`src/design/ipc_pkg.sv`:
```
// shared types and constants of the planar to chunky converter
`default_nettype none
package ipc_pkg;

	localparam int PIX_W    = 8;
	localparam int WORD_W   = 16;
	localparam int GROUP_PIX = 16;
	localparam int IDX_W    = 4;
	localparam int MODE_W   = 3;
	localparam int RW_W     = 13;

	localparam logic [MODE_W-1:0] MODE_PLANE8 = 3'd3;
	localparam logic [MODE_W-1:0] MODE_RGB565 = 3'd4;

	localparam logic REG_PLANE_MODE = 1'b0;
	localparam logic REG_ROW_WIDTH  = 1'b1;

	localparam logic [IDX_W-1:0] LAST_IDX = 4'd15;

	typedef struct packed {
		logic                             rgb;
		logic [GROUP_PIX-1:0][PIX_W-1:0] pix;
		logic [PIX_W-1:0]                 red;
		logic [PIX_W-1:0]                 green;
		logic [PIX_W-1:0]                 blue;
	} job_t;

	typedef struct packed {
		logic full;
		logic empty;
	} q_status_t;

endpackage
`default_nettype wire

```
`src/design/ipc_front.sv`:
```
// front end: collects plane words and builds pixel groups
`default_nettype none
module ipc_front import ipc_pkg::*; #(
	parameter int MAX_PLANES = 8
) (
	input  wire logic              clk,
	input  wire logic              arst_n,
	input  wire logic [MODE_W-1:0] plane_mode,
	input  wire logic              s_tvalid,
	output logic                   s_tready,
	input  wire logic [WORD_W-1:0] s_tdata,
	input  wire q_status_t         q_stat,
	output logic                   q_push,
	output job_t                   q_job
);

	localparam int PWD = (MAX_PLANES > 1) ? MAX_PLANES - 1 : 1;
	localparam int PCW = (PWD + 1 > 2) ? $clog2(PWD + 1) : 1;
	localparam int IW  = (PWD > 1) ? $clog2(PWD) : 1;
	localparam logic [3:0] MAXP = 4'(MAX_PLANES);

	logic [WORD_W-1:0] pw_q [PWD];
	logic [PCW-1:0]    pc_q;
	logic [3:0]        planes;
	logic              mode_ok;
	logic              is_rgb;
	logic              completes;
	logic              makes_job;
	logic              accept;
	logic [7:0][WORD_W-1:0] wsel;

	assign is_rgb   = (plane_mode == MODE_RGB565);
	assign planes   = 4'd1 << plane_mode[1:0];
	assign mode_ok  = (plane_mode <= MODE_PLANE8) && (planes <= MAXP);
	assign completes = mode_ok && !((4'(pc_q) + 4'd1) < planes);
	assign makes_job = is_rgb || completes;
	assign s_tready = !q_stat.full || !makes_job;
	assign accept   = s_tvalid && s_tready;
	assign q_push   = accept && makes_job;

	genvar k;
	for (k = 0; k < 8; k++) begin : g_plane
		if (k < MAX_PLANES - 1) begin : g_st
			assign wsel[k] = (4'(k + 1) < planes) ? pw_q[k] :
				((4'(k + 1) == planes) ? s_tdata : '0);
		end else if (k < MAX_PLANES) begin : g_lw
			assign wsel[k] = (4'(k + 1) == planes) ? s_tdata : '0;
		end else begin : g_zero
			assign wsel[k] = '0;
		end
	end

	always_comb begin
		q_job.rgb   = is_rgb;
		q_job.red   = {s_tdata[15:11], 3'b000};
		q_job.green = {s_tdata[10:5], 2'b00};
		q_job.blue  = {s_tdata[4:0], 3'b000};
		for (int i = 0; i < GROUP_PIX; i++) begin
			for (int b = 0; b < 8; b++) begin
				q_job.pix[i][b] = wsel[b][15-i];
			end
		end
	end

	always_ff @(posedge clk or negedge arst_n) begin
		if (!arst_n) begin
			pc_q <= '0;
		end else if (accept) begin
			if (is_rgb || completes) begin
				pc_q <= '0;
			end else if (mode_ok) begin
				pc_q <= pc_q + PCW'(1);
			end
		end
	end

	always_ff @(posedge clk) begin
		if (accept && mode_ok && !completes && !is_rgb) begin
			pw_q[pc_q[IW-1:0]] <= s_tdata;
		end
	end

endmodule
`default_nettype wire

```
`src/design/ipc_queue.sv`:
```
// two-entry queue of pixel groups between front and back
`default_nettype none
module ipc_queue import ipc_pkg::*; (
	input  wire logic clk,
	input  wire logic arst_n,
	input  wire logic push,
	input  wire job_t push_job,
	input  wire logic pop,
	output job_t      head_job,
	output q_status_t stat
);

	job_t       mem_q [2];
	logic       wr_q;
	logic       rd_q;
	logic [1:0] cnt_q;

	assign stat.full  = (cnt_q == 2'd2);
	assign stat.empty = (cnt_q == 2'd0);
	assign head_job   = mem_q[rd_q];

	always_ff @(posedge clk or negedge arst_n) begin
		if (!arst_n) begin
			wr_q  <= 1'b0;
			rd_q  <= 1'b0;
			cnt_q <= 2'd0;
		end else begin
			if (push) wr_q <= ~wr_q;
			if (pop) rd_q <= ~rd_q;
			if (push && !pop) begin
				cnt_q <= cnt_q + 2'd1;
			end else if (pop && !push) begin
				cnt_q <= cnt_q - 2'd1;
			end
		end
	end

	always_ff @(posedge clk) begin
		if (push) mem_q[wr_q] <= push_job;
	end

endmodule
`default_nettype wire

```
`src/design/ipc_back.sv`:
```
// back end: streams pixels of each group and tracks the row position
`default_nettype none
module ipc_back import ipc_pkg::*; #(
	parameter int MAX_WIDTH = 4096
) (
	input  wire logic            clk,
	input  wire logic            arst_n,
	input  wire logic [RW_W-1:0] row_width,
	input  wire job_t            head_job,
	input  wire q_status_t       q_stat,
	output logic                 q_pop,
	output logic                 m_tvalid,
	input  wire logic            m_tready,
	output logic [31:0]          m_tdata,
	output logic                 m_tuser,
	output logic                 m_tlast
);

	localparam int CW = (MAX_WIDTH > 2) ? $clog2(MAX_WIDTH) : 1;
	localparam int WW = (CW + 1 > 14) ? CW + 1 : 14;

	logic [IDX_W-1:0] idx_q;
	logic [CW-1:0]    col_q;
	logic             valid_q;
	logic [31:0]      data_q;
	logic             burst_q;
	logic             eor_q;
	logic [13:0]      rnd;
	logic [WW-1:0]    padded;
	logic             adv;
	logic             emit;
	logic             last;
	logic             eor;

	assign rnd    = ((14'(row_width) + 14'd15) >> 4) << 4;
	always_comb begin
		padded = (rnd == 14'd0) ? WW'(16) : WW'(rnd);
		if (padded > WW'(MAX_WIDTH)) padded = WW'(MAX_WIDTH);
	end

	assign adv   = !valid_q || m_tready;
	assign emit  = adv && !q_stat.empty;
	assign last  = head_job.rgb || (idx_q == LAST_IDX);
	assign q_pop = emit && last;
	assign eor   = (WW'(col_q) + WW'(1)) >= padded;

	assign m_tvalid = valid_q;
	assign m_tdata  = data_q;
	assign m_tuser  = burst_q;
	assign m_tlast  = eor_q;

	always_ff @(posedge clk or negedge arst_n) begin
		if (!arst_n) begin
			valid_q <= 1'b0;
			idx_q   <= '0;
			col_q   <= '0;
		end else if (adv) begin
			valid_q <= !q_stat.empty;
			if (emit) begin
				idx_q <= last ? '0 : idx_q + IDX_W'(1);
				col_q <= eor ? '0 : col_q + CW'(1);
			end
		end
	end

	always_ff @(posedge clk) begin
		if (emit) begin
			if (head_job.rgb) begin
				data_q <= {head_job.blue, head_job.green, head_job.red, 8'd0};
			end else begin
				data_q <= {24'd0, head_job.pix[idx_q]};
			end
			burst_q <= last;
			eor_q   <= eor;
		end
	end

	a_mid_group_held: assert property (@(posedge clk) disable iff (!arst_n)
		idx_q != '0 |-> !q_stat.empty)
		else $error("group left the queue before its last pixel");

	a_col_in_range: assert property (@(posedge clk) disable iff (!arst_n)
		WW'(col_q) < WW'(MAX_WIDTH))
		else $error("column position beyond maximum width");

	a_row_restart: assert property (@(posedge clk) disable iff (!arst_n)
		emit && eor |=> col_q == '0)
		else $error("column not restarted after end of row");

	a_rgb_single: assert property (@(posedge clk) disable iff (!arst_n)
		emit && head_job.rgb |-> idx_q == '0)
		else $error("rgb word entered mid group");

endmodule
`default_nettype wire

```
`src/design/interleaved_planar_to_chunky_unit.sv`:
```
// top level of the interleaved bitplane to chunky pixel converter
// a group-completing word is written into the group queue; its first pixel is then
//   loaded into the back end output register; the back end emits one pixel per cycle
//   while not stalled and a group is queued (16 per planar group, one per 16-bit word)
// the rate is set by the back end pixel sequencer and the two-entry group queue
// reset is asynchronous: counters, queue and output valid clear, mode 0, width 320,
//   stored plane words keep their contents until written
`default_nettype none
module interleaved_planar_to_chunky_unit import ipc_pkg::*; #(
	parameter int MAX_WIDTH  = 4096,
	parameter int MAX_PLANES = 8
) (
	input  wire logic              clk,
	input  wire logic              arst_n,
	input  wire logic              cfg_we,
	input  wire logic              cfg_index,
	input  wire logic [RW_W-1:0]   cfg_data,
	input  wire logic              s_tvalid,
	output logic                   s_tready,
	input  wire logic [WORD_W-1:0] s_tdata,  // bitmap_word
	output logic                   m_tvalid,
	input  wire logic              m_tready,
	output logic [31:0]            m_tdata,  // pixel_value, red, green, blue
	output logic                   m_tuser,  // last_of_burst
	output logic                   m_tlast   // end_of_row
);

	logic [MODE_W-1:0] plane_mode_q;
	logic [RW_W-1:0]   row_width_q;
	logic              q_push;
	logic              q_pop;
	job_t              push_job;
	job_t              head_job;
	q_status_t         q_stat;

	always_ff @(posedge clk or negedge arst_n) begin
		if (!arst_n) begin
			plane_mode_q <= '0;
			row_width_q  <= RW_W'(320);
		end else if (cfg_we) begin
			case (cfg_index)
				REG_PLANE_MODE: plane_mode_q <= cfg_data[MODE_W-1:0];
				REG_ROW_WIDTH:  row_width_q  <= cfg_data;
				default: ;
			endcase
		end
	end

	ipc_front #(.MAX_PLANES(MAX_PLANES)) u_front (
		.clk        (clk),
		.arst_n     (arst_n),
		.plane_mode (plane_mode_q),
		.s_tvalid   (s_tvalid),
		.s_tready   (s_tready),
		.s_tdata    (s_tdata),
		.q_stat     (q_stat),
		.q_push     (q_push),
		.q_job      (push_job)
	);

	ipc_queue u_queue (
		.clk      (clk),
		.arst_n   (arst_n),
		.push     (q_push),
		.push_job (push_job),
		.pop      (q_pop),
		.head_job (head_job),
		.stat     (q_stat)
	);

	ipc_back #(.MAX_WIDTH(MAX_WIDTH)) u_back (
		.clk       (clk),
		.arst_n    (arst_n),
		.row_width (row_width_q),
		.head_job  (head_job),
		.q_stat    (q_stat),
		.q_pop     (q_pop),
		.m_tvalid  (m_tvalid),
		.m_tready  (m_tready),
		.m_tdata   (m_tdata),
		.m_tuser   (m_tuser),
		.m_tlast   (m_tlast)
	);

endmodule
`default_nettype wire

```
`config.mk`:
```
export PLATFORM = sky130hd
export DESIGN_NAME = interleaved_planar_to_chunky_unit
export DESIGN_NICKNAME = d
export VERILOG_FILES = /design/src/design/ipc_pkg.sv /design/src/design/ipc_front.sv /design/src/design/ipc_queue.sv /design/src/design/ipc_back.sv /design/src/design/interleaved_planar_to_chunky_unit.sv
export SDC_FILE = /design/constraint.sdc
export NUM_CORES = 1
export LEC_CHECK = 0
export BUFFER_PORTS_ARGS = -buffer_cell sky130_fd_sc_hd__buf_2
export CORE_UTILIZATION = 30
export CTS_CLUSTER_SIZE = 20
export DETAILED_ROUTE_END_ITERATION = 8
export PLACE_DENSITY_LB_ADDON = 0.3
export SLEW_MARGIN = 20
export SYNTH_ARGS = -nofsm -noshare
export SYNTH_HDL_FRONTEND = slang
export SYNTH_SLANG_ARGS = --single-unit
export TNS_END_PERCENT = 10
```
`constraint.sdc`:
```
create_clock -name clk -period 17.8 [get_ports clk]
set_input_delay 0.89 -clock clk [delete_from_list [all_inputs] [get_ports clk]]
set_output_delay 0.89 -clock clk [all_outputs]
set_load 0.05 [all_outputs]
```
==> results.py <==
metrics = {
    "run_status": {
        "status": "completed",
    },
    "power_and_ir_drop": {
        "ir_drop_v": 0.0000731,
        "powerDensity_nw_per_um2": 162,
        "p_leak_nw": 7.56,
    },
    "floorplan": {
        "ios": 71,
        "die_h_um": 254,
        "die_w_um": 254,
        "initial_utilization": 0.306,
        "coreArea_um2": 62200,
        "rows": 91,
        "die_area_um2": 64300,
    },
    "setup_path": {
        "cp.arrival_ps": 5050,
        "cp_max_fo": 76,
        "cp.required_ps": 18000,
        "start_kind": "flip-flop",
        "cp-end-kind": "flip-flop",
        "rrSetupSlack_ps": 12960,
        "crit_start": "plane_mode_q[1]",
        "rr_startpoint": "plane_mode_q[1]",
        "critPathKind": "reg -> reg",
    },
    "clock_tree": {
        "cts_resized": 0,
        "numCtsBuffers": 50,
        "cts_tree": "done",
        "ctsHoldBuffers": 0,
        "clock_sinks": 468,
        "clkLatencyLatePin_ps": 600,
        "h-tree-depth": 2,
        "path_clk_slew_ps": 60,
        "cts_max_path_buffers": 3,
        "cts-root-buf": "clkbuf_16",
        "cts_setup_buffers": 0,
    },
    "finish": {
        "antenna_cells": 0,
        "nets": 1182,
        "final_common_cell": "edfxtp_1",
        "drive_gt1_frac": 0.237,
        "final_cell_mix": "428 x edfxtp_1, 69 x and3_1, 64 x mux4_2, 62 x buf_2, 50 x clkbuf_16",
        "syn2layout_area_growth_pct": 15.1,
        "final_util": 0.352,
    },
    "timing": {
        "report.final.slew_viol_count": 0,
        "fin_ws_ps": 12960,
        "tns_ps": 0,
        "fin_crit_ps": 4840,
        "worst_pin_slew_ps": 1160,
        "skew_ps": 21.3,
        "hold_violations": 0,
        "max-slew-margin-rel": 0.222,
        "rsz0062_at_grt": "no",
        "fin_crit_sh": 0.272,
        "setup_violations": 0,
        "max_freq_ghz": 0.206,
    },
    "synthesis": {
        "synth.distinct_cells": 61,
        "synth_ff_type": "edfxtp_1",
        "yosys_warnings": 0,
        "synthCells": 1056,
        "ys_ff_latch": 468,
        "seq_area_frac_synth": 0.729,
        "syn_area_um2": 19000,
        "synth_edf_count": 428,
        "synth-async-reset-ratio": 0.0855,
        "syn_avg_cell_area_um2": 18.0,
    },
    "global_route": {
        "grt_max_degree": 87,
        "grt_pass1_vias": 10176,
        "grt_pass1_wl_um": 64100,
        "gr-usage-all-layers": 0.134,
        "globalRouteOverflowTotal": 0,
        "antenna_found_initial": 0,
    },
    "hold_path": {
        "hold_class": "in -> async",
    },
    "routing": {
        "vias": 9679,
        "wl_per_cell_um": 21.0,
        "drtPass1Iterations": 5,
        "routed_via_density": 4.82,
        "ant_nets": 0,
        "route.detailed.drc": 0,
        "first_iter_violations": 661,
        "wl_um": 42100,
    },
    "placement": {
        "hpwl_um": 24000,
        "place_congestion": 0.750,
        "port_buffers": 62,
        "place_ws_ps": 12530,
    },
    "job": {
        "maxCapViolations": 0,
    },
}
registers in the layout (all words and copies together) (netlist names):
name and flops:
u_queue.mem_q 290, u_front.pw_q 112, u_back.m_tdata 24, row_width_q 13
u_back.col_q 12, u_back.idx_q 4, plane_mode_q 3, u_front.pc_q 3
u_queue.cnt_q 2, u_back.m_tlast 1, u_back.m_tuser 1, u_back.m_tvalid 1
u_queue.rd_q 1, u_queue.wr_q 1
metal layers:
| layer | vias to the layer above | GRT usage | share of wire |
|---|---|---|---|
| met2 | 184 | 0.225 | 0.49 |
| met1 | 5082 | 0.176 | 0.44 |
| met5 | - | 0 | 0 |
| li1 | 4348 | - | - |
| met4 | 0 | 0.0349 | 0.019 |
| met3 | 65 | 0.0255 | 0.043 |
cell usage after synthesis (3+ instances only):
cell	number	area, µm²
a211oi_1	3	22.5
a21oi_1	7	35.0
a221oi_1	9	78.8
a221oi_2	9	135
a22o_1	33	289
a41oi_1	3	26.3
and2_1	20	125
and3_1	69	432
buf_1	8	30.0
buf_2	13	65.1
buf_4	10	75.1
buf_6	3	33.8
clkbuf_1	32	120
dfrtp_1	38	951
edfxtp_1	428	12900
ha_1	16	200
inv_1	7	26.3
mux2_1	10	113
mux2_2	24	270
mux2i_1	33	330
mux4_2	64	1440
nand2_1	29	109
nand2b_1	11	68.8
nand3_1	9	45.0
nand4_1	5	31.3
nor2_1	47	176
nor2b_1	21	131
nor3_1	13	65.1
nor3b_1	4	30.0
nor4_1	3	18.8
o21ai_0	4	20.0
o21ai_1	11	55.1
o22ai_1	8	50.1
xnor2_1	13	114
xor2_1	8	70.1
power breakdown:
| part | switching, mW | internal (mW) |
|---|---|---|
| sequential | 0.129 | 1.46 |
| combinational | 0.589 | 0.367 |
| clock | 0.431 | 0.578 |
critical path: stages (launching register included):
cell and delay (ps):
dfrtp_2 1000, buf_4 630, nor2b_1 100, buf_4 230
inv_1 80, ha_1 130, nand2_1 60, o21ai_1 210
a21boi_2 130, nor3_2 190, buf_6 650, buf_4 930
stage by stage:
stage	cell area [µm²]	power, mW	instances	hold WS, ps
6_report	21900	3.55	2007	442
3_5_place_dp	20300	2.58	1915	508
2_1_floorplan	19000	2.32	1063	456
3_3_place_gp	20200	2.57	1915	498
5_1_grt	21900	3.73	2007	487
4_1_cts	21800	3.60	2006	438
final cells by class:
cell class / count / area (µm²)
Fill cell: 5922 / 40300
Clock inverter: 29 / 278
Timing Repair Buffer: 84 / 499
Sequential cell: 468 / 13900
Multi-Input combinational cell: 520 / 4850
Inverter: 7 / 26.3
Tap cell: 837 / 1050
Clock buffer: 62 / 1300
path summary, 6_finish.rpt:
kind / endpoint / depth (start not counted)
setup / recovery: u_queue.mem_q[0][133] / 11
hold / removal: row_width_q[7] / 1
setup reg to reg: u_queue.mem_q[0][133] / 11
hold reg to reg: u_queue.wr_q / 1
max in group asynchronous: u_queue.rd_q / 1
min in group clk: u_queue.wr_q / 1
cells by family after synthesis:
group | share of synthesized area
DFF | 0.729
and+or+nand+nor | 0.0677
muxes | 0.113
AOI/OAI and AO/OA | 0.0487
buffers and inverters | 0.0203
xor gates and xnor gates | 0.00968
adders and majority gates | 0.0105
other | 0.000197
(Power assumes the default switching activity.)
